==> src/rtl/probe_receiver_handshake_fsm_defines.svh <==
// assertion helpers used by prh_ctrl
`ifndef PROBE_RECEIVER_HANDSHAKE_FSM_DEFINES_SVH
`define PROBE_RECEIVER_HANDSHAKE_FSM_DEFINES_SVH

// same-cycle implication, checked outside reset
`define PRH_ASSERT_IMP(label, clk, rst_n, ante, cons, msg) \
    label: assert property (@(posedge clk) disable iff (!rst_n) (ante) |-> (cons)) \
        else $error(msg);

// next-cycle implication, checked outside reset
`define PRH_ASSERT_NXT(label, clk, rst_n, ante, cons, msg) \
    label: assert property (@(posedge clk) disable iff (!rst_n) (ante) |=> (cons)) \
        else $error(msg);

`endif

==> src/rtl/prh_pkg.sv <==
package prh_pkg;

    localparam int CFG_IDX_W  = 2;
    localparam int CFG_DATA_W = 32;

    localparam logic [CFG_IDX_W-1:0] CFG_HOP_GAP     = 2'd0;
    localparam logic [CFG_IDX_W-1:0] CFG_MAX_RETRIES = 2'd1;
    localparam logic [CFG_IDX_W-1:0] CFG_START_SEQ   = 2'd2;

    localparam logic [7:0]  RST_HOP_GAP     = 8'd1;
    localparam logic [15:0] RST_MAX_RETRIES = 16'd10;
    localparam logic [31:0] RST_START_SEQ   = 32'd0;

    localparam logic [1:0] MODE_START   = 2'd0;
    localparam logic [1:0] MODE_PACKET  = 2'd1;
    localparam logic [1:0] MODE_TIMEOUT = 2'd2;

    localparam logic [1:0] KIND_REQ  = 2'd0;
    localparam logic [1:0] KIND_CHAL = 2'd1;
    localparam logic [1:0] KIND_HOPS = 2'd2;

    localparam logic [2:0] PH_REQ   = 3'd0;
    localparam logic [2:0] PH_CHAL  = 3'd1;
    localparam logic [2:0] PH_FIND  = 3'd2;
    localparam logic [2:0] PH_FOUND = 3'd3;
    localparam logic [2:0] PH_CHIRP = 3'd4;

    localparam logic [7:0]  LEAST_HOP_INIT = 8'hFF;
    localparam logic [15:0] MISS_MAX       = 16'hFFFF;

    // ceiling divide: 9-bit dividend, one quotient bit per step
    localparam int DIV_N_W   = 9;
    localparam int DIV_CNT_W = 4;
    localparam logic [DIV_CNT_W-1:0] DIV_LAST_STEP = 4'(DIV_N_W - 1);

    typedef struct packed {
        logic [1:0]  mode;
        logic        crc_ok;
        logic [31:0] pkt_request_number;
        logic [31:0] pkt_challenge;
        logic [31:0] pkt_chirp_number;
        logic [7:0]  pkt_hop_limit;
    } t_prh_item;

    typedef struct packed {
        logic        send_valid;
        logic [1:0]  send_kind;
        logic [31:0] send_sequence;
        logic [31:0] send_request_number;
        logic [31:0] send_challenge;
        logic [7:0]  send_hop_groups;
        logic [2:0]  link_state;
        logic [7:0]  least_hop_limit;
        logic        abort_flag;
    } t_prh_result;

    typedef struct packed {
        logic load;       // apply an item
        logic div_load;   // start the hop group divide
        logic div_step;
        logic finish;     // apply the find-phase timeout with the quotient
    } t_prh_cmd;

    typedef struct packed {
        logic div_item;
        logic div_last;
    } t_prh_sts;

    typedef enum logic [1:0] {
        ST_IDLE,
        ST_DIV,
        ST_FIN
    } t_prh_state;

endpackage

==> src/rtl/prh_ctrl.sv <==
`include "probe_receiver_handshake_fsm_defines.svh"

module prh_ctrl import prh_pkg::*; (
    input  logic     i_clk,
    input  logic     i_rst_n,
    input  logic     i_in_valid,
    output logic     o_in_ready,
    output logic     o_out_valid,
    input  logic     i_out_ready,
    input  t_prh_sts i_sts,
    output t_prh_cmd o_cmd
);

    t_prh_state r_state, n_state;
    logic       r_out_valid, n_out_valid;
    logic       accept;

    // a new item only while idle and once the result register is free or being emptied
    assign o_in_ready = (r_state == ST_IDLE) && (!r_out_valid || i_out_ready);
    assign accept     = i_in_valid && o_in_ready;

    always_comb begin
        n_state = r_state;
        unique case (r_state)
            ST_IDLE: begin
                if (accept && i_sts.div_item) begin
                    n_state = ST_DIV;
                end
            end
            ST_DIV: begin
                if (i_sts.div_last) begin
                    n_state = ST_FIN;
                end
            end
            ST_FIN: begin
                n_state = ST_IDLE;
            end
            default: begin
                n_state = ST_IDLE;
            end
        endcase
    end

    always_comb begin
        o_cmd = '0;
        unique case (r_state)
            ST_IDLE: begin
                o_cmd.load     = accept && !i_sts.div_item;
                o_cmd.div_load = accept && i_sts.div_item;
            end
            ST_DIV: begin
                o_cmd.div_step = 1'b1;
            end
            ST_FIN: begin
                o_cmd.finish = 1'b1;
            end
            default: begin
                o_cmd = '0;
            end
        endcase
    end

    always_comb begin
        priority if (o_cmd.load || o_cmd.finish) begin
            n_out_valid = 1'b1;
        end else if (i_out_ready) begin
            n_out_valid = 1'b0;
        end else begin
            n_out_valid = r_out_valid;
        end
    end

    always_ff @(posedge i_clk) begin
        if (!i_rst_n) begin
            r_state     <= ST_IDLE;
            r_out_valid <= 1'b0;
        end else begin
            r_state     <= n_state;
            r_out_valid <= n_out_valid;
        end
    end

    assign o_out_valid = r_out_valid;

    `PRH_ASSERT_NXT(a_div_entry, i_clk, i_rst_n, o_cmd.div_load, r_state == ST_DIV, "divide did not start after a find-phase timeout")
    `PRH_ASSERT_NXT(a_fin_result, i_clk, i_rst_n, r_state == ST_FIN, r_out_valid, "no result after the divide finished")
    `PRH_ASSERT_IMP(a_no_overwrite, i_clk, i_rst_n, r_out_valid && !i_out_ready, !o_cmd.load && !o_cmd.finish, "result overwritten before transfer")

endmodule

==> config.mk <==
export PLATFORM = sky130hd
export DESIGN_NAME = prh_ctrl
export DESIGN_NICKNAME = d
export VERILOG_FILES = /design/src/rtl/prh_pkg.sv /design/src/rtl/prh_ctrl.sv
export VERILOG_INCLUDE_DIRS = /design/src /design/src/rtl
export SDC_FILE = /design/constraint.sdc
export NUM_CORES = 1
export LEC_CHECK = 0
export ABC_AREA = 1
export ABC_CLOCK_PERIOD_IN_PS = 1000
export BUFFER_PORTS_ARGS = -buffer_cell sky130_fd_sc_hd__buf_2
export CAP_MARGIN = 20
export CORE_AREA = 2 2 39 41
export DETAILED_ROUTE_END_ITERATION = 8
export DIE_AREA = 0 0 41 43
export HOLD_SLACK_MARGIN = 0.08
export MAX_ROUTING_LAYER = met4
export PLACE_DENSITY = 0.3
export SLEW_MARGIN = 15
export SYNTH_ARGS = -nofsm -noshare
export SYNTH_HDL_FRONTEND = slang
export SYNTH_SLANG_ARGS = --single-unit
==> constraint.sdc <==
create_clock -name i_clk -period 1 [get_ports i_clk]
set_clock_uncertainty 0.15 [all_clocks]
set_input_delay 0.2 -clock i_clk [delete_from_list [all_inputs] [get_ports i_clk]]
set_output_delay 0.2 -clock i_clk [all_outputs]
set_load 0.02 [all_outputs]
==> results of run 1 <==
area by class of cell:
type / count / area [sq um]
well taps: 16 / 20.02
fillers: 161 / 993.5
repair buffers: 17 / 145.1
flip-flops and latches: 3 / 66.31
inverters: 9 / 36.28
multi-input cells: 12 / 96.34
clock buffers: 4 / 26.28
critical path, stage by stage, from the launching register on:
cell and delay (ns):
sky130_fd_sc_hd__dfxtp_2 0.33, sky130_fd_sc_hd__nor2_4 0.11, sky130_fd_sc_hd__nand4_1 0.13, sky130_fd_sc_hd__inv_2 0.08, sky130_fd_sc_hd__buf_6 0.11
state kept, by name, summed over array words and instances (netlist names):
signal       cells
r_state          2
o_out_valid      1
report_power, final:
group	switching (mW)	internal, mW
clock	0.0558	0.149
combinational	0.0615	0.0677
sequential	0.00658	0.127
total	0.124	0.343
metal layers:
metal | GRT usage (%) | routed length, um | vias up | part of all wire, %
met5 | - | 0 | - | 0
met4 | 6.000 | 0 | 0 | 0
met3 | 4.712 | 59 | 0 | 13
met2 | 7.500 | 186 | 12 | 41
met1 | 8.013 | 207 | 89 | 46
li1 | - | - | 118 | -
cells by family (layout without fill, tap and decap cells):
kind of cell,count (synthesis),after routing,synth area share (%)
simple gates,9,9,30.41
buf+inv,9,30,21.60
compound gates,3,3,9.597
flops,3,3,38.40
metrics by stage:
stage,hold WS (ns),std cells,util (%)
2_1_floorplan,0.1830,24,-
3_3_place_gp,0.3009,55,19.62
3_5_place_dp,0.3010,55,19.62
4_1_cts,0.05733,61,27.40
5_1_grt,0.09084,61,28.21
6_report,0.06795,61,28.21
synthesized netlist by cell type, drive strengths merged:
library cell	n
o21ai	1
nand2	2
inv	9
nand4	2
a21oi	2
nor2	3
and2	1
nor4	1
dfxtp	3
layout by cell type (no fill, tap or decap):
cell                       Yosys  routed
sky130_fd_sc_hd__buf_6         0       8
sky130_fd_sc_hd__inv_1         9       5
sky130_fd_sc_hd__buf_2         0       5
sky130_fd_sc_hd__buf_4         0       4
sky130_fd_sc_hd__inv_2         0       3
sky130_fd_sc_hd__nor2_4        0       3
sky130_fd_sc_hd__clkbuf_4      0       3
sky130_fd_sc_hd__nand4_1       2       2
sky130_fd_sc_hd__a21oi_2       0       2
sky130_fd_sc_hd__dfxtp_2       0       2
sky130_fd_sc_hd__nand2_2       0       1
sky130_fd_sc_hd__and2_2        1       1
sky130_fd_sc_hd__inv_4         0       1
sky130_fd_sc_hd__nand2_1       2       1
sky130_fd_sc_hd__nor4_1        1       1
sky130_fd_sc_hd__o21ai_2       0       1
sky130_fd_sc_hd__clkbuf_1      0       1
sky130_fd_sc_hd__dfxtp_4       0       1
how the worst max path moves through the flow:
stage / start / endpoint / slack, ns / cells past startpoint
4_1_cts: r_state[1] / o_cmd[3] / -0.35 / 4
3_3_place_gp: r_state[0] / o_cmd[3] / -0.15 / 4
5_1_grt: r_state[1] / o_cmd[2] / -0.39 / 4
6_report: r_state[1] / o_cmd[2] / -0.32 / 4
2_1_floorplan: r_state[1] / o_cmd[3] / -0.05 / 3
3_5_place_dp: r_state[1] / o_cmd[3] / -0.15 / 4
repair_timing:
| action | in CTS | in global routing |
|---|---|---|
| setup endpoints to repair | 8 | 8 |
| hold endpoints to repair | 1 | 0 |
| gates cloned | 0 | 0 |
| resized for setup | 23 | 5 |
| setup buffers | 4 | 3 |
| pin swaps | 7 | 6 |
==> results.sh, run 1 <==
export IMPL_status="finished, violations left"
export IMPL_violations_in_the_final_reports="setup timing"
export IMPL_grt_overflow_total=0
export IMPL_worst_hold_path_type="primary input to flop"
export IMPL_period_share_pct=132.1
export IMPL_clkSlewWorstSetupHoldPaths_ns=0.03
export IMPL_total_power_mw=0.4671
export IMPL_placement_io_buffers=11
export IMPL_p_leak_nw=0.1913
export IMPL_kind_of_launch_point_of_the_worst_setup_path="flop"
export IMPL_start_util_pct=11.30
export IMPL_die_area_sq_um=1763
export IMPL_drv_slew=0
export IMPL_postRouteAntennaNets=0
export IMPL_grt_setup_unrepaired="yes"
export IMPL_ctsLongestPathBuffers=2
export IMPL_hpwlAfterDp_um=362.2
export IMPL_finalHoldViolCount=0
export IMPL_tightest_slew_ns=0.1940
export IMPL_drt_iter0_drc=4
export IMPL_setup_reg_to_reg_worst_slack_ns=-0.09
export IMPL_timing_slew_headroom_pct=86.95
export IMPL_synthDistinctLibCells=10
export IMPL_setup_viol=8
export IMPL_synth_seq_area_share_pct=38.40
export IMPL_drive_gt1_share_pct=77.78
export IMPL_final_net_count=52
export IMPL_cts_tree="done"
export IMPL_grt_start_max_net_pins=5
export IMPL_final_min_clock_period_ns=1.321
export IMPL_fmaxAchievable_mhz=756.7
export IMPL_timing_critical_path_fanout_max=3
export IMPL_cts_htree_levels=1
export IMPL_io_pins=12
export IMPL_synth_top_area_share_pct=38.40
export IMPL_timing_setup_tns_ns=-1.602
export IMPL_dieHeight_um=43
export IMPL_post_synth_instance_area_sq_um=156.4
export IMPL_number_of_rows_in_the_core_area=14
export IMPL_num_vias=219
export IMPL_ys_top_cells_by_area="sky130_fd_sc_hd__dfxtp_1 (38%), sky130_fd_sc_hd__inv_1 (22%), sky130_fd_sc_hd__nand4_1 (8.0%)"
export IMPL_worstHoldStart="i_sts[0]"
export IMPL_power_density_nw_per_um2=1197
export IMPL_critPathRequiredTime_ns=0.65
export IMPL_worstHoldEndpoint="r_state[1]"
export IMPL_max_cap_violations=0
export IMPL_root_buffer="sky130_fd_sc_hd__clkbuf_4"
export IMPL_vias_per_cell=3.590
export IMPL_clock_sinks=3
export IMPL_setup_worst_path_class="flop to output pin"
export IMPL_whs_path_depth=3
export IMPL_dieWidth_um=41
export IMPL_end_kind="output pin"
export IMPL_detailedPlace_worstSlack_ns=-0.1535
export IMPL_synth_net_count=30
export IMPL_grt_first_pass_wirelength_um=717
export IMPL_synth_avg_cell_area_sq_um=6.517
export IMPL_detail_route_drc_violations=0
export IMPL_drtPass1Iterations=2
export IMPL_synth_seq_cells=3
export IMPL_via_count_of_the_first_global_routing_pass=187
export IMPL_detail_route_wirelength_um=453
export IMPL_grt_antenna_before_repair=0
export IMPL_netlist_instances=24
export IMPL_vdd_drop_max_v=0.0004026
export IMPL_diodes=0
export IMPL_drt_wirelength_per_cell_um=7.426
export IMPL_critical_path_reg2reg_startpoint="r_state[1]"
export IMPL_synth_yosys_warnings=0
export IMPL_gp_congestion=0.6340
export IMPL_cts_buffers=3
export IMPL_synthDominantAreaCellType="sky130_fd_sc_hd__dfxtp_1"
export IMPL_design_area_sq_um=390.4
export IMPL_clk_latency_ns=0.23
export IMPL_placeableCoreArea_sq_um=1384
export IMPL_worst_endpoint_arrival_ns=0.97
export IMPL_postLayoutSetupSlackWorst_ns=-0.3214
export IMPL_dpl_cell_area_sq_um=271.5
export IMPL_area_growth_synth_to_final_pct=149.6
export IMPL_worst_r2r_dst="o_out_valid"
export IMPL_worst_r2r_path_depth=6
export IMPL_gr_usage_all_layers_pct=6.886
Note: power is estimated with default switching activity, not from simulation.
==> run 2, diff against run 1 <==
SETUP_SLACK_MARGIN = 0.15   (was unset)
==> run 2 against run 1 <==
  * First-iteration DRC count fell by 100%
  * Critical path type unchanged
  * Via count up 5.5%
  * Cell count increased by 3.3%
  * Sequential power hardly changed
  * Highest routed layer unchanged
  * Die area did not move
  * The run still ends with setup timing left
  * Critical endpoint is now o_cmd[3]
==> results.sh, run 2 (synthesized netlist as in run 1, its figures left out) <==
export IMPL_status="finished, violations left"
export IMPL_violations_in_the_final_reports="setup timing"
export IMPL_worst_setup_path_startpoint="r_state[1]"
export IMPL_critical_path_endpoint="o_cmd[3]"
export IMPL_gr_usage_all_layers_pct=7.598
export IMPL_fmaxAchievable_mhz=739.4
export IMPL_critical_path_reg2reg_startpoint="r_state[1]"
export IMPL_finalHoldViolCount=0
export IMPL_drv_slew=0
export IMPL_max_cap_violations=0
export IMPL_area_growth_synth_to_final_pct=170.4
export IMPL_num_vias=231
export IMPL_area_of_combinational_cells_with_multiple_inputs_sq_um=108.9
export IMPL_drt_iter0_drc=0
export IMPL_diodes=0
export IMPL_final_net_count=54
export IMPL_detail_route_wirelength_um=557
export IMPL_total_power_mw=0.4971
export IMPL_power_density_nw_per_um2=1175
export IMPL_cts_tree="done"
export IMPL_worst_endpoint_arrival_ns=1.00
export IMPL_dieHeight_um=43
export IMPL_setup_reg_to_reg_worst_slack_ns=-0.29
export IMPL_grt_antenna_before_repair=0
export IMPL_worstHoldStart="i_sts[0]"
export IMPL_clkSlewWorstSetupHoldPaths_ns=0.04
export IMPL_detail_route_drc_violations=0
export IMPL_worst_r2r_path_depth=6
export IMPL_setup_viol=8
export IMPL_fillers=153
export IMPL_clock_sinks=3
export IMPL_leading_cell_types_in_the_layout_fill_and_taps_excluded="sky130_fd_sc_hd__buf_6 (10), sky130_fd_sc_hd__inv_1 (6), sky130_fd_sc_hd__buf_2 (5), sky130_fd_sc_hd__buf_4 (4)"
export IMPL_die_area_sq_um=1763
export IMPL_placeableCoreArea_sq_um=1384
export IMPL_setup_worst_path_class="flop to output pin"
export IMPL_timing_critical_path_fanout_max=3
export IMPL_start_util_pct=11.30
export IMPL_postRouteAntennaNets=0
export IMPL_cts_buffers=3
export IMPL_kind_of_launch_point_of_the_worst_setup_path="flop"
export IMPL_hpwlAfterDp_um=365.9
export IMPL_ctsLongestPathBuffers=2
export IMPL_drtPass1Iterations=1
export IMPL_grt_setup_unrepaired="yes"
export IMPL_via_count_of_the_first_global_routing_pass=232
export IMPL_final_common_cell="sky130_fd_sc_hd__buf_6"
export IMPL_final_cells=63
export IMPL_placement_io_buffers=11
export IMPL_drive_gt1_share_pct=76.60
export IMPL_worst_r2r_dst="o_out_valid"
export IMPL_postLayoutSetupSlackWorst_ns=-0.3524
export IMPL_gp_congestion=0.5853
export IMPL_timing_slew_headroom_pct=86.98
export IMPL_most_flops_register="r_state"
export IMPL_vdd_drop_max_v=0.0003976
export IMPL_drt_wirelength_per_cell_um=8.841
export IMPL_worst_hold_path_type="primary input to flop"
export IMPL_io_pins=12
export IMPL_tightest_slew_ns=0.1950
export IMPL_end_kind="output pin"
export IMPL_post_place_cells=55
export IMPL_clk_latency_ns=0.23
export IMPL_dieWidth_um=41
export IMPL_vias_per_cell=3.667
export IMPL_number_of_rows_in_the_core_area=14
export IMPL_period_share_pct=135.2
export IMPL_sequential_cell_area_sq_um=66.31
export IMPL_grt_start_max_net_pins=5
export IMPL_root_buffer="sky130_fd_sc_hd__clkbuf_4"
export IMPL_final_min_clock_period_ns=1.352
export IMPL_p_leak_nw=0.2029
export IMPL_critPathRequiredTime_ns=0.65
export IMPL_grt_overflow_total=0
export IMPL_cts_htree_levels=1
export IMPL_grt_first_pass_wirelength_um=821
export IMPL_number_of_flip_flops_in_the_largest_register=2
## run 2: changes by cell type in the layout (fill, tap and decap cells not counted), sizes merged
cell / delta
buf: +2
## run 2: timing repair
action,4_1_cts,5_1_grt
endpoints found under the hold margin,1,0
setup endpoints to repair,9,9
pin swaps,8,2
resized for setup,25,1
gates cloned,0,0
buffers inserted,3,1
## run 2: metal layers
metal  track usage (%)  share of wire [%]  routed length (um)
met5                 -                  0                   0
met3             3.141                7.4                  41
met2             9.375                 51                 283
met4             8.000                  0                   0
met1             8.307                 42                 232
## run 2: how the worst min path moves through the flow
stage / endpoint / cells past startpoint
detailed placement: r_state[1] / 3
floorplan: r_state[1] / 2
global placement: r_state[1] / 3
global route: r_state[1] / 3
finish: r_state[1] / 3
CTS: r_state[1] / 3
## run 2: per-stage QoR
| stage | utilization (%) | setup TNS, ns | hold WS, ns | setup slack, ns | area (sq um) |
|---|---|---|---|---|---|
| floorplan | - | -0.09938 | 0.1830 | -0.03560 | 170.2 |
| global placement | 19.89 | -0.5883 | 0.2912 | -0.1527 | 275.3 |
| detailed placement | 19.89 | -0.6620 | 0.2975 | -0.1560 | 275.3 |
| CTS | 29.39 | -2.014 | 0.05567 | -0.3647 | 406.6 |
| global route | 30.56 | -2.477 | 0.1212 | -0.4081 | 422.9 |
| finish | 30.56 | -2.090 | 0.1085 | -0.3524 | 422.9 |
## run 2: area by class of cell
cell class / count / area share (%)
timing repair buffer: 19 / 39.64
multi-input combinational: 12 / 25.74
sequential: 3 / 15.68
inverter: 9 / 7.988
clock buffer: 4 / 6.213
tap: 16 / 4.734
## run 2: worst max-delay path: stages (launching register included)
cell	delay [ns]
sky130_fd_sc_hd__dfxtp_2	0.33
sky130_fd_sc_hd__nor2_4	0.12
sky130_fd_sc_hd__nand4_1	0.13
sky130_fd_sc_hd__inv_2	0.08
sky130_fd_sc_hd__buf_6	0.11
## run 2: power by group
part	switching (mW)	internal, mW
combinational	0.0697	0.0853
clock	0.0593	0.149
sequential	0.00690	0.127
total	0.136	0.361
