==> config.mk <==
export PLATFORM = sky130hd
export DESIGN_NAME = prh_datapath
export DESIGN_NICKNAME = d
export VERILOG_FILES = /design/src/rtl/probe_receiver_handshake_fsm_defines.svh /design/src/rtl/prh_pkg.sv /design/src/rtl/prh_divider.sv /design/src/rtl/prh_datapath.sv
export SDC_FILE = /design/constraint.sdc
export NUM_CORES = 1
export LEC_CHECK = 0
export BUFFER_PORTS_ARGS = -buffer_cell sky130_fd_sc_hd__buf_2
export CORE_MARGIN = 4
export CORE_UTILIZATION = 40
export DETAILED_ROUTE_END_ITERATION = 12
export PLACE_DENSITY = 0.7
export RECOVER_POWER = 100
export SYNTH_ARGS = -nofsm -noshare
export SYNTH_HDL_FRONTEND = slang
export SYNTH_SLANG_ARGS = --single-unit
==> constraint.sdc <==
create_clock -name i_clk -period 4.6 [get_ports i_clk]
set_input_delay 0.46 -clock i_clk [delete_from_list [all_inputs] [get_ports i_clk]]
set_output_delay 0.46 -clock i_clk [all_outputs]
set_load 0.02 [all_outputs]
==> src/rtl/probe_receiver_handshake_fsm_defines.svh <==
// assertion helpers used by prh_ctrl
`ifndef PROBE_RECEIVER_HANDSHAKE_FSM_DEFINES_SVH
`define PROBE_RECEIVER_HANDSHAKE_FSM_DEFINES_SVH

// same-cycle implication, checked outside reset
`define PRH_ASSERT_IMP(label, clk, rst_n, ante, cons, msg) \
    label: assert property (@(posedge clk) disable iff (!rst_n) (ante) |-> (cons)) \
        else $error(msg);

// next-cycle implication, checked outside reset
`define PRH_ASSERT_NXT(label, clk, rst_n, ante, cons, msg) \
    label: assert property (@(posedge clk) disable iff (!rst_n) (ante) |=> (cons)) \
        else $error(msg);

`endif

==> src/rtl/prh_pkg.sv <==
package prh_pkg;

    localparam int CFG_IDX_W  = 2;
    localparam int CFG_DATA_W = 32;

    localparam logic [CFG_IDX_W-1:0] CFG_HOP_GAP     = 2'd0;
    localparam logic [CFG_IDX_W-1:0] CFG_MAX_RETRIES = 2'd1;
    localparam logic [CFG_IDX_W-1:0] CFG_START_SEQ   = 2'd2;

    localparam logic [7:0]  RST_HOP_GAP     = 8'd1;
    localparam logic [15:0] RST_MAX_RETRIES = 16'd10;
    localparam logic [31:0] RST_START_SEQ   = 32'd0;

    localparam logic [1:0] MODE_START   = 2'd0;
    localparam logic [1:0] MODE_PACKET  = 2'd1;
    localparam logic [1:0] MODE_TIMEOUT = 2'd2;

    localparam logic [1:0] KIND_REQ  = 2'd0;
    localparam logic [1:0] KIND_CHAL = 2'd1;
    localparam logic [1:0] KIND_HOPS = 2'd2;

    localparam logic [2:0] PH_REQ   = 3'd0;
    localparam logic [2:0] PH_CHAL  = 3'd1;
    localparam logic [2:0] PH_FIND  = 3'd2;
    localparam logic [2:0] PH_FOUND = 3'd3;
    localparam logic [2:0] PH_CHIRP = 3'd4;

    localparam logic [7:0]  LEAST_HOP_INIT = 8'hFF;
    localparam logic [15:0] MISS_MAX       = 16'hFFFF;

    // ceiling divide: 9-bit dividend, one quotient bit per step
    localparam int DIV_N_W   = 9;
    localparam int DIV_CNT_W = 4;
    localparam logic [DIV_CNT_W-1:0] DIV_LAST_STEP = 4'(DIV_N_W - 1);

    typedef struct packed {
        logic [1:0]  mode;
        logic        crc_ok;
        logic [31:0] pkt_request_number;
        logic [31:0] pkt_challenge;
        logic [31:0] pkt_chirp_number;
        logic [7:0]  pkt_hop_limit;
    } t_prh_item;

    typedef struct packed {
        logic        send_valid;
        logic [1:0]  send_kind;
        logic [31:0] send_sequence;
        logic [31:0] send_request_number;
        logic [31:0] send_challenge;
        logic [7:0]  send_hop_groups;
        logic [2:0]  link_state;
        logic [7:0]  least_hop_limit;
        logic        abort_flag;
    } t_prh_result;

    typedef struct packed {
        logic load;       // apply an item
        logic div_load;   // start the hop group divide
        logic div_step;
        logic finish;     // apply the find-phase timeout with the quotient
    } t_prh_cmd;

    typedef struct packed {
        logic div_item;
        logic div_last;
    } t_prh_sts;

    typedef enum logic [1:0] {
        ST_IDLE,
        ST_DIV,
        ST_FIN
    } t_prh_state;

endpackage

==> src/rtl/prh_divider.sv <==
module prh_divider import prh_pkg::*; (
    input  logic               i_clk,
    input  logic               i_rst_n,
    input  logic               i_load,
    input  logic               i_step,
    input  logic [DIV_N_W-1:0] i_dividend,
    input  logic [7:0]         i_divisor,
    output logic [7:0]         o_quotient,
    output logic               o_last
);

    logic [7:0]           r_rem, n_rem;
    logic [DIV_N_W-1:0]   r_quo, n_quo;
    logic [7:0]           r_dsr;
    logic [DIV_CNT_W-1:0] r_cnt, n_cnt;
    logic [8:0]           trial;
    logic [8:0]           diff;

    // restoring divide, remainder always below the divisor so it fits 8 bits
    always_comb begin
        trial = {r_rem, r_quo[DIV_N_W-1]};
        diff  = trial - {1'b0, r_dsr};
        n_rem = r_rem;
        n_quo = r_quo;
        n_cnt = r_cnt;
        if (i_load) begin
            n_rem = '0;
            n_quo = i_dividend;
            n_cnt = DIV_LAST_STEP;
        end else if (i_step) begin
            if (trial >= {1'b0, r_dsr}) begin
                n_rem = diff[7:0];
                n_quo = {r_quo[DIV_N_W-2:0], 1'b1};
            end else begin
                n_rem = trial[7:0];
                n_quo = {r_quo[DIV_N_W-2:0], 1'b0};
            end
            if (r_cnt != '0) begin
                n_cnt = r_cnt - 1'b1;
            end
        end
    end

    always_ff @(posedge i_clk) begin
        if (!i_rst_n) begin
            r_cnt <= '0;
        end else begin
            r_cnt <= n_cnt;
        end
    end

    always_ff @(posedge i_clk) begin
        r_rem <= n_rem;
        r_quo <= n_quo;
        if (i_load) begin
            r_dsr <= i_divisor;
        end
    end

    assign o_quotient = r_quo[7:0];
    assign o_last     = (r_cnt == '0);

endmodule

==> src/rtl/prh_datapath.sv <==
module prh_datapath import prh_pkg::*; (
    input  logic                  i_clk,
    input  logic                  i_rst_n,
    input  logic                  i_cfg_we,
    input  logic [CFG_IDX_W-1:0]  i_cfg_idx,
    input  logic [CFG_DATA_W-1:0] i_cfg_data,
    input  t_prh_item             i_item,
    input  t_prh_cmd              i_cmd,
    output t_prh_sts              o_sts,
    output t_prh_result           o_result
);

    logic [7:0]  r_hop_gap;
    logic [15:0] r_max_retries;
    logic [31:0] r_start_seq;

    logic [2:0]  r_phase, n_phase;
    logic [31:0] r_req, n_req;
    logic [31:0] r_seq, n_seq;
    logic [31:0] r_chal, n_chal;
    logic [7:0]  r_least, n_least;
    logic [7:0]  r_hops, n_hops;
    logic [15:0] r_miss, n_miss;
    logic        r_aborted, n_aborted;
    t_prh_result r_result, n_result;

    logic [7:0]         gap;
    logic [DIV_N_W-1:0] dividend;
    logic [7:0]         quotient;
    logic               div_last;
    logic [15:0]        miss_inc;
    logic               miss_over;
    logic               snd;
    logic [1:0]         snd_kind;
    logic [31:0]        seq_base;
    logic [2:0]         pkt_phase;

    assign gap      = (r_hop_gap == '0) ? 8'd1 : r_hop_gap;
    assign dividend = {1'b0, r_least} + {1'b0, gap} - 9'd1;

    prh_divider u_div (
        .i_clk      (i_clk),
        .i_rst_n    (i_rst_n),
        .i_load     (i_cmd.div_load),
        .i_step     (i_cmd.div_step),
        .i_dividend (dividend),
        .i_divisor  (gap),
        .o_quotient (quotient),
        .o_last     (div_last)
    );

    assign miss_inc  = (r_miss != MISS_MAX) ? r_miss + 16'd1 : r_miss;
    assign miss_over = (miss_inc > r_max_retries);

    assign o_sts.div_item = !r_aborted && (i_item.mode == MODE_TIMEOUT) && (r_phase == PH_FIND);
    assign o_sts.div_last = div_last;

    always_comb begin
        n_phase   = r_phase;
        n_req     = r_req;
        n_seq     = r_seq;
        n_chal    = r_chal;
        n_least   = r_least;
        n_hops    = r_hops;
        n_miss    = r_miss;
        n_aborted = r_aborted;
        snd       = 1'b0;
        snd_kind  = KIND_REQ;
        seq_base  = r_seq;
        pkt_phase = PH_FIND;

        if (i_cmd.load && !r_aborted) begin
            unique case (i_item.mode)
                MODE_START: begin
                    n_req    = '0;
                    seq_base = r_start_seq;
                    n_phase  = PH_REQ;
                    snd      = 1'b1;
                    snd_kind = KIND_REQ;
                end
                MODE_PACKET: begin
                    if (i_item.crc_ok && i_item.pkt_request_number == r_req) begin
                        if (r_phase == PH_REQ) begin
                            n_chal   = i_item.pkt_challenge;
                            n_req    = r_req + 32'd1;
                            snd      = 1'b1;
                            snd_kind = KIND_CHAL;
                            n_miss   = '0;
                            n_phase  = PH_CHAL;
                        end else if (r_phase <= PH_FOUND
                                     && i_item.pkt_challenge == r_chal) begin
                            pkt_phase = (r_phase == PH_FOUND) ? PH_FOUND : PH_FIND;
                            n_miss    = '0;
                            if (i_item.pkt_chirp_number != '0) begin
                                n_phase = PH_CHIRP;
                            end else begin
                                n_phase = pkt_phase;
                                if (pkt_phase == PH_FIND && i_item.pkt_hop_limit < r_least) begin
                                    n_least = i_item.pkt_hop_limit;
                                end
                            end
                        end
                    end
                end
                MODE_TIMEOUT: begin
                    // find-phase timeouts go through the divider instead
                    unique case (r_phase)
                        PH_REQ: begin
                            snd      = 1'b1;
                            snd_kind = KIND_REQ;
                        end
                        PH_CHAL: begin
                            snd      = 1'b1;
                            snd_kind = KIND_CHAL;
                        end
                        PH_FOUND: begin
                            snd      = 1'b1;
                            snd_kind = KIND_HOPS;
                        end
                        default: begin
                            snd = 1'b0;
                        end
                    endcase
                    n_miss = miss_inc;
                    if (miss_over) begin
                        n_aborted = 1'b1;
                    end
                end
                default: begin
                    snd = 1'b0;
                end
            endcase
        end else if (i_cmd.finish) begin
            n_hops   = quotient;
            n_phase  = PH_FOUND;
            n_req    = r_req + 32'd1;
            snd      = 1'b1;
            snd_kind = KIND_HOPS;
            n_miss   = miss_inc;
            if (miss_over) begin
                n_aborted = 1'b1;
            end
        end

        if (snd) begin
            n_seq = seq_base + 32'd1;
        end

        n_result                     = '0;
        n_result.send_valid          = snd;
        n_result.send_kind           = snd ? snd_kind : KIND_REQ;
        n_result.send_sequence       = snd ? n_seq : '0;
        n_result.send_request_number = snd ? n_req : '0;
        n_result.send_challenge      = (snd && snd_kind != KIND_REQ) ? n_chal : '0;
        n_result.send_hop_groups     = (snd && snd_kind == KIND_HOPS) ? n_hops : '0;
        n_result.link_state          = n_phase;
        n_result.least_hop_limit     = n_least;
        n_result.abort_flag          = n_aborted;
    end

    always_ff @(posedge i_clk) begin
        if (!i_rst_n) begin
            r_hop_gap     <= RST_HOP_GAP;
            r_max_retries <= RST_MAX_RETRIES;
            r_start_seq   <= RST_START_SEQ;
        end else if (i_cfg_we) begin
            unique case (i_cfg_idx)
                CFG_HOP_GAP:     r_hop_gap     <= i_cfg_data[7:0];
                CFG_MAX_RETRIES: r_max_retries <= i_cfg_data[15:0];
                CFG_START_SEQ:   r_start_seq   <= i_cfg_data;
                default: begin
                end
            endcase
        end
    end

    always_ff @(posedge i_clk) begin
        if (!i_rst_n) begin
            r_phase   <= PH_REQ;
            r_req     <= '0;
            r_seq     <= RST_START_SEQ;
            r_chal    <= '0;
            r_least   <= LEAST_HOP_INIT;
            r_hops    <= '0;
            r_miss    <= '0;
            r_aborted <= 1'b0;
        end else begin
            r_phase   <= n_phase;
            r_req     <= n_req;
            r_seq     <= n_seq;
            r_chal    <= n_chal;
            r_least   <= n_least;
            r_hops    <= n_hops;
            r_miss    <= n_miss;
            r_aborted <= n_aborted;
        end
    end

    always_ff @(posedge i_clk) begin
        if (i_cmd.load || i_cmd.finish) begin
            r_result <= n_result;
        end
    end

    assign o_result = r_result;

endmodule

==> flow_summary_export.csv, run 1 <==
group,metric,value,unit
synth,yosys-top-cells-count,"nand2_1 (245), nor2_1 (233), dfxtp_1 (200)",
synth,syn_nets,2157,
timing,fin_crit_sh,85.8,%
layout,nets,2378,
timing,fmax,253,MHz
clocking,cts_tree,"yes",
timing,finClkSkew,22.8,ps
synth,synth.distinct_cells,83,
synth,synth_edf_count,136,
synth,netlist.top_cell.by_area,"edfxtp_1",
placed_design,placed_cell_area,19400,um2
pwr,clockPowerShare,42.8,%
floorplan,dieWidth,218,um
setup_path,crit_path_max_fanout,27,
timing,rsz0062_at_grt,"false",
floorplan,die_h,218,um
detailed_routing,post_drt_wl_per_cell,18.6,um
clocking,clkTransAtPathRegs,60,ps
placed_design,portBuffers,268,
hold_path,hp-class,"primary input to flip-flop",
detailed_routing,dr_total_vias,15200,
synth,synth_xor_area_share,6.53,%
clocking,cts_buffer_depth,3,
clocking,cts_num_sinks,336,
pwr,power.switching,1850,uW
synth,synth-simple-area-share,21.1,%
job,max-cap-violations,3,
outcome,violations,"max-capacitance violations, max-slew violations",
global_route,grt_pass1_wl,81.0,mm
clocking,cts_root_buffer,"clkbuf_16",
synth,yosysMostFrequentCell,"nand2_1",
timing,tightest_slew,2330,ps
setup_path,worst_setup_path_end_kind,"flip-flop",
synth,ys_async_sr_fraction,0,%
floorplan,dieArea,47300,um2
detailed_routing,drtPass1Iterations,7,
detailed_routing,drc,0,
global_route,grt_pass1_vias,14700,
timing,tns,0,ps
layout,regArea,8090,um2
clocking,insertion_delay,560,ps
layout,syn2layout_area_growth,16.3,%
global_route,grt_use_total,21.2,%
synth,synthCells,1953,
synth,yosysSeqAreaShare,46.0,%
clocking,cts_max_level,2,
global_route,grt_max_degree,85,
floorplan,start_util,40.6,%
synth,avgSynthCellArea,8.99,um2
detailed_routing,viasPerCell,5.45,
layout,fin_area,20400,um2
synth,synth.area.mux_share,4.91,%
timing,slew_headroom,-55.3,%
synth,synth_compound_area_share,12.6,%
synth,yosysWarnings,0,
synth,synth_area_leaders,"edfxtp_1 (23%), dfxtp_1 (23%), nand2_1 (5.2%), nor2_1 (5.0%), a21oi_1 (4.2%)",
setup_path,crit_path_start_kind,"flip-flop",
synth,synth_fa_ha_area_share,4.07,%
synth,synth.ff_latch_count,336,
floorplan,fp-row-count,76,
placed_design,place_hpwl,37.4,mm
outcome,outcome,"complete, but fails checks",
clocking,ctsHoldBuffers,0,
synth,synth_top_family_by_area,"simple AND/OR/NAND/NOR gates",
detailed_routing,wirelength,51.7,mm
layout,drive_above_1_share,11.9,%
placed_design,gp_congestion,0.934,
synth,synth_area,17600,um2
floorplan,coreArea,43300,um2
pwr,p_per_area,350,nW/um2
global_route,antenna_found_initial,6,
timing,slew_viol_final,140,
timing,setup_viol_count_final,0,
timing,period_needed,3950,ps
timing,finalHoldViolations,0,
pwr,p_sw_share,25.8,%
layout,multi_input_area,8620,um2
pwr,vdd_drop_max,194,uV
pwr,comb_power_share,11.2,%
clocking,cts_made_buffers,37,
pwr,leakagePower,0.00798,uW
detailed_routing,ant_nets,0,
clocking,ctsResizeCount,0,
synth,yosys.area.top_type_share,23.2,%
floorplan,num_io_pins,269,
detailed_routing,first_iter_violations,1195,
setup_path,worstPathRequired,5030,ps
synth,synth_ff_type,"dfxtp_1",
pwr,p_int,5310,uW
setup_path,crit_type,"flip-flop to flip-flop",
pwr,p_seq_share,46.0,%
layout,fillers,4159,
setup_path,crit_arrival,4380,ps
global_route,overflow,0,
clocking,post-cts-setup-buffer-count,0,
-- metrics by stage --
| step | std cells | util, % | hold slack (ps) | setup WS (ps) | power, uW |
|---|---|---|---|---|---|
| floorplan | 1953 | - | 436 | 565 | 3860 |
| global placement | 2720 | 44.9 | 441 | 844 | 4150 |
| detailed placement | 2720 | 44.9 | 445 | 782 | 4170 |
| CTS | 2786 | 47.8 | 124 | 991 | 7240 |
| global route | 2787 | 47.2 | 142 | 333 | 7440 |
| finish | 2787 | 47.2 | 156 | 652 | 7150 |
-- metal layers --
| metal | GRT usage [%] | vias up | share of wire, % |
|---|---|---|---|
| li1 | - | 7295 | - |
| met1 | 29.3 | 7176 | 45 |
| met2 | 32.7 | 590 | 44 |
| met3 | 4.15 | 105 | 7.4 |
| met4 | 8.67 | 10 | 3.4 |
| met5 | 0 | - | 0.11 |
-- layout by cell type (no fill, tap or decap), types with 39 or more instances in the layout --
cell,n
buf_2,142
mux2i_1,66
dfxtp_1,200
xor2_1,68
clkbuf_1,136
o21ai_0,69
nand2_1,245
ha_1,54
a21oi_1,149
edfxtp_1,136
nor3_1,39
nand3_1,73
nor2_1,234
inv_1,92
xnor2_1,63
-- power groups by stage --
stage	Combinational [uW]	Clock (uW)	Sequential, uW
floorplan	465	0	3400
global placement	802	0	3350
detailed placement	819	0	3350
CTS	822	3130	3290
global route	878	3260	3300
finish	799	3060	3290
-- worst max-delay path, cell delays in order (launching register included) --
cell and delay (ps):
dfxtp_1 560, xnor2_1 160, nand4_1 140, or4_1 690, nor3_1 770, a31oi_1 380, o22ai_4 600, o21ai_0 210
a32o_1 300
-- sequential cells by signal, indices dropped and copies added (netlist names), 9 cells and up --
register and flops:
u_div.r_quo 9, o_result 119, r_req 32, r_miss 16, r_start_seq 32, r_chal 32
r_max_retries 16, r_seq 32
-- final timing paths --
| path | slack [ps] | depth (start not counted) | to | from |
|---|---|---|---|---|
| worst max-delay path | 650 | 8 | r_miss[0] | r_req[4] |
| worst min-delay path | 160 | 3 | r_start_seq[24] | i_cfg_data[24] |
| worst min register to register | 460 | 2 | r_hops[3] | r_hops[3] |
| worst max register to register | 650 | 8 | r_miss[0] | r_req[4] |
-- logic make-up (layout without fill, tap and decap cells) --
group,count (synthesis),count (layout)
AND/OR/NAND/NOR,784,784
AO/OA/AOI/OAI,353,353
flip-flops,336,336
buffers and inverters,209,457
XOR/XNOR,131,131
multiplexers,84,84
adder cells (fa/ha/maj),56,56
other,0,1
-- area by class of cell --
type / count / area share, %
antenna: 1 / 0.0123
inverter: 94 / 1.74
clock inverter: 18 / 0.992
tap: 585 / 3.58
clock buffer: 48 / 5.08
multi-input combinational: 1408 / 42.2
sequential: 336 / 39.6
timing repair buffer: 297 / 6.78
Power figures use the tool's default switching activity.
==> run 2: changes to the inputs <==
- MAX_ROUTING_LAYER: unset -> met4
==> flow_summary_export.csv, run 2 (synthesized netlist as in run 1, its figures left out) <==
group,metric,value,unit
outcome,outcome,"complete, but fails checks",
outcome,violations,"max-capacitance violations, max-slew violations",
placed_design,portBuffers,268,
layout,fin_cells,2789,
layout,largest_reg_flops,119,
layout,final_common_cell,"nand2_1",
detailed_routing,dr_total_vias,15200,
layout,final_cell_mix,"nand2_1 (245), nor2_1 (234), dfxtp_1 (200)",
global_route,grt_max_degree,84,
clocking,cts_tree,"yes",
timing,fmax,255,MHz
timing,tightest_slew,2300,ps
detailed_routing,drc,0,
pwr,vdd_drop_max,238,uV
layout,syn2layout_area_growth,16.8,%
layout,drive_above_1_share,12.1,%
timing,tns,0,ps
timing,finalHoldViolations,0,
timing,period_needed,3930,ps
detailed_routing,viasPerCell,5.43,
clocking,cts_num_sinks,336,
setup_path,crit_path_start_kind,"flip-flop",
pwr,leakagePower,0.00802,uW
timing,rsz0062_at_grt,"false",
hold_path,hp-class,"primary input to flip-flop",
timing,finClkSkew,30.8,ps
setup_path,reg2reg_setup_slack,670,ps
floorplan,fp-row-count,76,
floorplan,dieWidth,218,um
setup_path,worstPathRequired,5000,ps
global_route,grt_pass1_vias,14500,
floorplan,num_io_pins,269,
setup_path,crit_path_max_fanout,52,
setup_path,r2r_start,"r_req[0]",
floorplan,dieArea,47300,um2
global_route,overflow,0,
detailed_routing,post_drt_wl_per_cell,18.5,um
clocking,ctsHoldBuffers,0,
placed_design,gp_congestion,0.953,
hold_path,hold-path-endpoint,"r_start_seq[28]",
placed_design,dp.cells,2716,
setup_path,r2r-end,"r_seq[12]",
clocking,cts_max_level,2,
timing,slew_headroom,-53.1,%
setup_path,worst_setup_path_end_kind,"flip-flop",
hold_path,min_path_cells,3,
setup_path,worst-r2r-cell-count,9,
detailed_routing,ant_nets,0,
setup_path,crit_arrival,4330,ps
pwr,p_per_area,354,nW/um2
clocking,post-cts-setup-buffer-count,0,
detailed_routing,wirelength,51.7,mm
floorplan,start_util,40.6,%
clocking,cts_buffer_depth,3,
global_route,grt_pass1_wl,79.8,mm
floorplan,die_h,218,um
clocking,cts_made_buffers,39,
clocking,cts_root_buffer,"clkbuf_16",
timing,setup_viol_count_final,0,
timing,fin_crit_sh,85.4,%
placed_design,placed_cell_area,19400,um2
floorplan,coreArea,43300,um2
layout,fin_util,47.4,%
pwr,power.total,7260,uW
global_route,antenna_found_initial,2,
clocking,insertion_delay,550,ps
hold_path,hold_start,"i_cfg_data[28]",
detailed_routing,first_iter_violations,1414,
setup_path,crit_type,"flip-flop to flip-flop",
layout,nets,2376,
job,max-cap-violations,2,
layout,fin_area,20500,um2
clocking,clkTransAtPathRegs,60,ps
global_route,grt_use_total,21.4,%
timing,slew_viol_final,62,
clocking,ctsResizeCount,0,
placed_design,place_hpwl,37.3,mm
detailed_routing,drtPass1Iterations,5,
run 2: cell types whose count changed in the layout (fill, tap and decap cells not counted), moves of 2 or more:
cell	before	now
clkbuf_8	7	3
clkbuf_1	136	132
clkbuf_16	37	40
clkinv_8	0	2
clkinv_4	0	4
run 2: worst max path at each step:
stage | start | endpoint | slack [ps] | depth (start not counted)
3_5_place_dp | i_item[105] | o_result[115] | 840 | 13
3_3_place_gp | i_item[105] | o_result[112] | 970 | 15
5_1_grt | r_req[0] | r_seq[12] | 400 | 9
2_1_floorplan | i_item[105] | o_result[112] | 560 | 18
6_report | r_req[0] | r_seq[12] | 670 | 9
4_1_cts | r_miss[0] | r_aborted | 980 | 16
run 2: where the power goes:
part / internal (uW) / switching, uW
Clock: 1890 / 1290
Sequential: 3220 / 80.1
Combinational: 273 / 520
run 2: cell type report:
| type | count | area [um2] |
|---|---|---|
| fill | 4128 | 22800 |
| antenna | 2 | 5.00 |
| timing repair buffer | 293 | 1380 |
| tap | 585 | 732 |
| sequential | 336 | 8090 |
| multi-input combinational | 1408 | 8630 |
| clock buffer | 47 | 1060 |
| clock inverter | 24 | 269 |
| inverter | 94 | 355 |
run 2: critical path: stages, from the launching register on:
cell and delay, ps:
dfxtp_1 590, xnor2_1 180, nand4_1 140, or4_1 700, nor4_4 490, o21ai_4 320
clkbuf_2 710, o21ai_0 360, o311a_1 200, o22ai_1 70
run 2: through the flow:
step	hold slack [ps]	worst slack, ps
finish	152	673
detailed placement	440	845
floorplan	436	565
CTS	127	984
global placement	441	972
global route	140	397
run 2: per-layer routing:
| metal | up-vias | part of all wire, % | track usage (%) |
|---|---|---|---|
| li1 | 7298 | - | - |
| met1 | 7194 | 46 | 29.2 |
| met2 | 575 | 45 | 33.1 |
| met3 | 86 | 6.8 | 3.61 |
| met4 | 0 | 2.7 | 6.30 |
| met5 | - | 0 | - |
